[config.mk]
export PLATFORM = sky130hd
export DESIGN_NAME = pid_position_delta
export DESIGN_NICKNAME = d
export VERILOG_FILES = /design/src/design/ppd_pkg.sv /design/src/design/pid_position_delta.sv /design/src/design/ppd_cfg_regs.sv /design/src/design/ppd_core.sv
export SDC_FILE = /design/constraint.sdc
export NUM_CORES = 2
export LEC_CHECK = 0
export ABC_AREA = 1
export BUFFER_PORTS_ARGS = -buffer_cell sky130_fd_sc_hd__buf_2
export CAP_MARGIN = 10
export CORE_MARGIN = 10
export CORE_UTILIZATION = 25
export DETAILED_ROUTE_END_ITERATION = 6
export SETUP_SLACK_MARGIN = 0.5
export SYNTH_ARGS = -nofsm -noshare
export SYNTH_HDL_FRONTEND = slang
export SYNTH_SLANG_ARGS = --single-unit
[constraint.sdc]
create_clock -name clk -period 36.7 [get_ports clk]
set_input_delay 1.835 -clock clk [delete_from_list [all_inputs] [get_ports clk]]
set_output_delay 1.835 -clock clk [all_outputs]
set_load 0.05 [all_outputs]
[src/design/ppd_pkg.sv]
// Package for the PID position/delta controller.
// Holds field widths, register index codes, the config struct and the clamp helpers.
// No dependencies.
package ppd_pkg;

  localparam int SAMPLE_W  = 16;             // measured / setpoint width
  localparam int ERR_W     = SAMPLE_W + 1;   // setpoint - measured
  localparam int GAIN_W    = 16;             // signed Q8.8 gains
  localparam int FRAC_BITS = 8;              // fraction bits of gains, integral, drive
  localparam int LIM_W     = 15;             // whole-number limit width
  localparam int DRIVE_W   = 24;             // Q.8 drive and integral
  localparam int ACC_W     = 38;             // wide enough for the incremental sum
  localparam int IDX_W     = 3;
  localparam int CFG_W     = 16;

  localparam logic [IDX_W-1:0] REG_MODE  = 3'd0;
  localparam logic [IDX_W-1:0] REG_KP    = 3'd1;
  localparam logic [IDX_W-1:0] REG_KI    = 3'd2;
  localparam logic [IDX_W-1:0] REG_KD    = 3'd3;
  localparam logic [IDX_W-1:0] REG_DLIM  = 3'd4;
  localparam logic [IDX_W-1:0] REG_ILIM  = 3'd5;

  localparam logic MODE_POSITIONAL  = 1'b0;
  localparam logic MODE_INCREMENTAL = 1'b1;

  typedef struct packed {
    logic                     mode;
    logic signed [GAIN_W-1:0] kp;
    logic signed [GAIN_W-1:0] ki;
    logic signed [GAIN_W-1:0] kd;
    logic [LIM_W-1:0]         drive_lim;
    logic [LIM_W-1:0]         integ_lim;
  } cfg_t;

  // Whole-number limit to Q.8; always below 2^23 so no saturation is needed.
  function automatic logic [DRIVE_W-1:0] scale_limit(input logic [LIM_W-1:0] lim);
    scale_limit = DRIVE_W'({lim, {FRAC_BITS{1'b0}}});
  endfunction

  function automatic logic signed [DRIVE_W-1:0] clamp_mag(
    input logic signed [ACC_W-1:0] v,
    input logic [DRIVE_W-1:0]      lim
  );
    logic signed [ACC_W-1:0] hi;
    logic signed [ACC_W-1:0] lo;
    hi = $signed(ACC_W'(lim));
    lo = -hi;
    if (v > hi) begin
      clamp_mag = hi[DRIVE_W-1:0];
    end else if (v < lo) begin
      clamp_mag = lo[DRIVE_W-1:0];
    end else begin
      clamp_mag = v[DRIVE_W-1:0];
    end
  endfunction

endpackage

[src/design/pid_position_delta.sv]
// PID controller, positional or incremental, fixed point (top level).
// Instantiates ppd_cfg_regs and ppd_core; depends on ppd_pkg.
//
// Usage:
//   cfg_*  : register writes (index, data), always ready. Write only while idle.
//            0 mode, 1 kp, 2 ki, 3 kd (signed Q8.8), 4 drive limit, 5 integral limit.
//   in_*   : one sample per transfer, tdata = {setpoint, measured}.
//   out_*  : one drive value per sample, signed Q.8, clamped to the drive limit.
// Path: an accepted sample is loaded into the input register, and its result into
//   the result register when it advances (held while the output is full and stalled).
// Throughput: one sample per cycle while out_tready is high. The error history,
//   integral (positional mode) and last drive are updated in the same cycle as the
//   result register, so a sample can follow its predecessor directly.
// Stall: while out_tready is low a result waits in the output register and one
//   more sample can wait in the input register; in_tready drops after that.
// Reset (rst_n low, synchronous): config registers, errors, integral and drive
//   history all clear to zero; both pipeline registers empty.
module pid_position_delta (
  input  logic                      clk,
  input  logic                      rst_n,
  input  logic                      in_tvalid,
  output logic                      in_tready,
  input  logic [31:0]               in_tdata,   // [15:0] measured, [31:16] setpoint
  output logic                      out_tvalid,
  input  logic                      out_tready,
  output logic [23:0]               out_tdata,  // [23:0] drive
  input  logic                      cfg_valid,
  output logic                      cfg_ready,
  input  logic [ppd_pkg::IDX_W-1:0] cfg_index,
  input  logic [ppd_pkg::CFG_W-1:0] cfg_data
);
  import ppd_pkg::*;

  cfg_t cfg;

  logic                       in_valid_r;
  logic [SAMPLE_W-1:0]        meas_r;
  logic [SAMPLE_W-1:0]        setp_r;
  logic                       out_valid_r;
  logic [DRIVE_W-1:0]         drive_r;
  logic signed [DRIVE_W-1:0]  drive_nxt;
  logic                       adv;
  logic                       in_xfer;

  assign adv       = in_valid_r && (!out_valid_r || out_tready);
  assign in_tready = !in_valid_r || adv;
  assign in_xfer   = in_tvalid && in_tready;

  assign out_tvalid = out_valid_r;
  assign out_tdata  = drive_r;

  ppd_cfg_regs u_cfg (
    .clk       (clk),
    .rst_n     (rst_n),
    .cfg_valid (cfg_valid),
    .cfg_ready (cfg_ready),
    .cfg_index (cfg_index),
    .cfg_data  (cfg_data),
    .cfg       (cfg)
  );

  ppd_core u_core (
    .clk       (clk),
    .rst_n     (rst_n),
    .cfg       (cfg),
    .adv       (adv),
    .measured  ($signed(meas_r)),
    .setpoint  ($signed(setp_r)),
    .drive_nxt (drive_nxt)
  );

  always_ff @(posedge clk) begin
    if (!rst_n) begin
      in_valid_r  <= 1'b0;
      out_valid_r <= 1'b0;
    end else begin
      if (in_xfer) begin
        in_valid_r <= 1'b1;
      end else if (adv) begin
        in_valid_r <= 1'b0;
      end
      if (adv) begin
        out_valid_r <= 1'b1;
      end else if (out_tready) begin
        out_valid_r <= 1'b0;
      end
    end
  end

  always_ff @(posedge clk) begin
    if (in_xfer) begin
      meas_r <= in_tdata[SAMPLE_W-1:0];
      setp_r <= in_tdata[2*SAMPLE_W-1:SAMPLE_W];
    end
    if (adv) begin
      drive_r <= drive_nxt;
    end
  end

  // Both stages full and the receiver stalled: no new sample may enter.
  assert property (@(posedge clk) disable iff (!rst_n)
    (in_valid_r && out_valid_r && !out_tready) |-> !in_tready)
    else $error("input accepted while pipeline is full");

  // A sample leaving the input register always lands as a valid result.
  assert property (@(posedge clk) disable iff (!rst_n)
    adv |=> out_valid_r)
    else $error("result lost after advance");

  // Reset leaves both pipeline registers empty.
  assert property (@(posedge clk)
    !rst_n |=> (!in_valid_r && !out_valid_r))
    else $error("pipeline not empty after reset");

endmodule

[src/design/ppd_cfg_regs.sv]
// Configuration register file for the PID controller.
// Depends on ppd_pkg (cfg_t, register index codes).
module ppd_cfg_regs (
  input  logic                      clk,
  input  logic                      rst_n,
  input  logic                      cfg_valid,
  output logic                      cfg_ready,
  input  logic [ppd_pkg::IDX_W-1:0] cfg_index,
  input  logic [ppd_pkg::CFG_W-1:0] cfg_data,
  output ppd_pkg::cfg_t             cfg
);
  import ppd_pkg::*;

  cfg_t cfg_r;
  cfg_t cfg_nxt;

  assign cfg_ready = 1'b1;
  assign cfg       = cfg_r;

  always_comb begin
    cfg_nxt = cfg_r;
    if (cfg_valid) begin
      case (cfg_index)
        REG_MODE: cfg_nxt.mode      = cfg_data[0];
        REG_KP:   cfg_nxt.kp        = $signed(cfg_data[GAIN_W-1:0]);
        REG_KI:   cfg_nxt.ki        = $signed(cfg_data[GAIN_W-1:0]);
        REG_KD:   cfg_nxt.kd        = $signed(cfg_data[GAIN_W-1:0]);
        REG_DLIM: cfg_nxt.drive_lim = cfg_data[LIM_W-1:0];
        REG_ILIM: cfg_nxt.integ_lim = cfg_data[LIM_W-1:0];
        default:  cfg_nxt = cfg_r;
      endcase
    end
  end

  always_ff @(posedge clk) begin
    if (!rst_n) begin
      cfg_r <= '0;
    end else begin
      cfg_r <= cfg_nxt;
    end
  end

endmodule

[src/design/ppd_core.sv]
// PID arithmetic and loop state: error history, integral and previous drive.
// One sample per cycle when adv is high. Depends on ppd_pkg.
module ppd_core (
  input  logic                                clk,
  input  logic                                rst_n,
  input  ppd_pkg::cfg_t                       cfg,
  input  logic                                adv,
  input  logic signed [ppd_pkg::SAMPLE_W-1:0] measured,
  input  logic signed [ppd_pkg::SAMPLE_W-1:0] setpoint,
  output logic signed [ppd_pkg::DRIVE_W-1:0]  drive_nxt
);
  import ppd_pkg::*;

  logic signed [ERR_W-1:0]   e1_r, e2_r;
  logic signed [DRIVE_W-1:0] integ_r, acc_r;
  logic signed [DRIVE_W-1:0] integ_nxt;

  logic signed [ERR_W-1:0]   err;
  logic signed [ERR_W:0]     de1;      // e - e1
  logic signed [ERR_W+1:0]   dd2;      // e - 2*e1 + e2
  logic signed [ERR_W+1:0]   kp_opd;
  logic signed [ERR_W+1:0]   kd_opd;
  logic signed [GAIN_W+ERR_W+1:0] kp_prod;
  logic signed [GAIN_W+ERR_W+1:0] kd_prod;
  logic signed [GAIN_W+ERR_W-1:0] ki_prod;
  logic signed [ACC_W-1:0]   integ_sum;
  logic signed [ACC_W-1:0]   base;
  logic signed [ACC_W-1:0]   d_sum;
  logic                      incr;

  assign incr = (cfg.mode == MODE_INCREMENTAL);

  always_comb begin
    err = $signed({setpoint[SAMPLE_W-1], setpoint}) - $signed({measured[SAMPLE_W-1], measured});
    de1 = (ERR_W+1)'(err) - (ERR_W+1)'(e1_r);
    dd2 = (ERR_W+2)'(err) - ((ERR_W+2)'(e1_r) <<< 1) + (ERR_W+2)'(e2_r);

    // Positional uses kp*e and kd*de1; incremental uses kp*de1 and kd*dd2.
    kp_opd = incr ? (ERR_W+2)'(de1) : (ERR_W+2)'(err);
    kd_opd = incr ? dd2 : (ERR_W+2)'(de1);

    kp_prod = kp_opd * cfg.kp;
    kd_prod = kd_opd * cfg.kd;
    ki_prod = err * cfg.ki;

    integ_sum = ACC_W'(integ_r) + ACC_W'(ki_prod);
    integ_nxt = clamp_mag(integ_sum, scale_limit(cfg.integ_lim));

    base  = incr ? (ACC_W'(acc_r) + ACC_W'(ki_prod)) : ACC_W'(integ_nxt);
    d_sum = ACC_W'(kp_prod) + ACC_W'(kd_prod) + base;
    drive_nxt = clamp_mag(d_sum, scale_limit(cfg.drive_lim));
  end

  always_ff @(posedge clk) begin
    if (!rst_n) begin
      e1_r    <= '0;
      e2_r    <= '0;
      integ_r <= '0;
      acc_r   <= '0;
    end else if (adv) begin
      e1_r  <= err;
      e2_r  <= e1_r;
      acc_r <= drive_nxt;
      if (!incr) begin
        integ_r <= integ_nxt;
      end
    end
  end

endmodule
==> flow_metrics.tcl <==
set metrics [dict create \
    drtAntennaViolNets 0 \
    ys_seq_area_frac 0.0940 \
    dp_hpwl_um 155000 \
    dieArea_um2 229000 \
    cpMostUsedCell "nand2_1" \
    drt_first_iter_violations 3795 \
    io_buffers 81 \
    grt_pass1_vias 45700 \
    cts.repair.resized 0 \
    overflow 0 \
    min_period_ns 18.05 \
    max-slew-margin-rel 0.155 \
    setup_violations 0 \
    yosysWarnings 0 \
    start_util 0.251 \
    critPathKind "flop to flop" \
    gp_congestion 0.972 \
    grt_pass1_wl_um 283000 \
    syn-num-nets 8222 \
    cpMaxStageDelayCell "nand2_1" \
    critPathCaptureType "flop" \
    post_drt_wl_per_cell_um 19.5 \
    max_freq_mhz 55.4 \
    reg2reg_depth 74 \
    clkTransAtPathRegs_ns 0.06 \
    numClockSinks 219 \
    cts_setup_buffers 0 \
    ys_ff_latch 219 \
    vias 44700 \
    start_kind "flop" \
    syn_to_final_growth_pct 8.71 \
    whs_path_depth 2 \
    syn_area_um2 52600 \
    pre_cts_ws_ns 18.73 \
    synthTopCellsByArea "fa_1, ha_1, inv_1, nand2_1, dfxtp_1" \
    core_um2 209000 \
    grtUsageTotal 0.160 \
    htreeDepth 1 \
    tightest_slew_ns 1.27 \
    drc 0 \
    hold_path.class "flop to flop" \
    synth_flop_cell "dfxtp_1" \
    met2_usage 0.261 \
    rows 168 \
    layout-drive-gt1-share 0.0461 \
    antenna_found_initial 8 \
    layout.nets 8184 \
    numCtsBuffers 29 \
    cpPeakStageDelay_ns 0.76 \
    synth_top_area_cell "fa_1" \
    hold_viol 0 \
    fillerInstances 22800 \
    async_flop_share 0 \
    status "complete, no violations" \
    first_pass_iters 6 \
    synth_edf_count 56 \
    avgSynthCellArea_um2 7.81 \
    maxCapViolCount 0 \
    required_ns 37.06 \
    syn_inst 6733 \
    period_share 0.492 \
    cts_tree "done" \
    chipWidth_um 479 \
    ys_types 65 \
    fin_skew_ns 0.0263 \
    setup_slack_ns 18.65 \
    rsz0062_at_grt "no" \
    cts_buffer_depth 3 \
    tns_ns 0 \
    final-max-slew-violation-count 0 \
    io_pins 83 \
    grt_use_met3 0.0260 \
    grt_max_degree 88 \
    viasPerCell 4.69 \
    clk_latency_ns 0.63 \
    hold_ws_ns 0.498 \
    cts_root_buf "clkbuf_16" \
    critPathArrivalTime_ns 18.41 \
    top_usage_layer "met2" \
    crit_fanout 29 \
    die_h_um 479 \
    synth_top_area_share 0.363 \
    finalWirelength_um 186000 \
    grtUsageMet1 0.207 \
    postCtsHoldBufs 0 \
]
-- cell usage after synthesis, types with 65 or more instances --
library cell  count
dfxtp_1         163
nand3_1         287
clkbuf_1        168
xor2_1          134
inv_1          1488
ha_1            479
fa_1            954
nand2_1        1178
xnor2_1          65
a21oi_1         406
o21ai_0         289
nor2_1          631
-- placed cells by master (no fill, tap or decap), types with 65 or more instances in the layout --
| cell | count |
|---|---|
| nand3_1 | 287 |
| nor2_1 | 630 |
| fa_1 | 954 |
| buf_2 | 80 |
| xor2_1 | 134 |
| a21oi_1 | 406 |
| xnor2_1 | 65 |
| ha_1 | 479 |
| nand2_1 | 1178 |
| o21ai_0 | 282 |
| inv_1 | 1488 |
| dfxtp_1 | 162 |
-- stage by stage --
step | utilization | instances | area, µm²
floorplan | - | 6733 | 52600
global placement | 0.268 | 9467 | 56100
detailed placement | 0.268 | 9468 | 56100
CTS | 0.273 | 9522 | 57100
global route | 0.273 | 9524 | 57100
finish | 0.273 | 9538 | 57200
-- logic make-up (layout without fill, tap and decap cells) --
logic type               after synthesis  after routing  share of synthesized area
AND/OR/NAND/NOR                     2311           2311                      0.183
buffers and inverters               1718           1703                      0.124
adder cells (fa/ha/maj)             1433           1433                      0.477
AO/OA/AOI/OAI                        849            849                     0.0874
flip-flops                           219            219                     0.0940
XOR/XNOR                             201            201                     0.0338
other                                  1             16                  0.0000713
multiplexers                           1              1                   0.000190
-- layout make-up --
type | count | area (µm²) | area share
diodes | 15 | 37.5 | 0.000657
clock buffers | 33 | 761 | 0.0133
clock inverters | 21 | 250 | 0.00438
inverters | 1517 | 5700 | 0.0997
multi-input cells | 4796 | 41100 | 0.720
flip-flops and latches | 219 | 4950 | 0.0865
well taps | 2805 | 3510 | 0.0614
repair buffers | 132 | 818 | 0.0143
-- worst max-delay path, delay by kind of cell (launching register included) --
kind,cells,cell delay (ns)
and+or+nand+nor,34,6.76
AOI/OAI and AO/OA,13,3.29
adders and majority gates,13,5.31
DFF,1,0.37
xor gates and xnor gates,2,0.43
buffers and inverters,12,1.55
-- final timing paths --
check / from / endpoint / slack [ns]
min: u_core.e2_r[1] / u_core.e2_r[1] / 0.50
max reg2reg: meas_r[0] / out_tdata[8] / 18.65
min reg2reg: u_core.e2_r[1] / u_core.e2_r[1] / 0.50
max: meas_r[0] / out_tdata[8] / 18.65
-- flip-flops by register name (all words and copies together), names as in the netlist --
signal and flops:
u_core.acc_r 24, u_cfg.cfg 79, out_tdata 24, u_core.integ_r 24
meas_r 16, out_tvalid 1, in_valid_r 1, u_core.e2_r 17
u_core.e1_r 17, setp_r 16
-- layer usage --
| metal | routed length, µm | part of all wire |
|---|---|---|
| met5 | 0 | 0 |
| met4 | 9820 | 0.053 |
| met3 | 13600 | 0.073 |
| met2 | 86500 | 0.46 |
| met1 | 76200 | 0.41 |
Power is not shown: default switching activity piles up to over one toggle a cycle in this logic, so the estimate is an artifact.
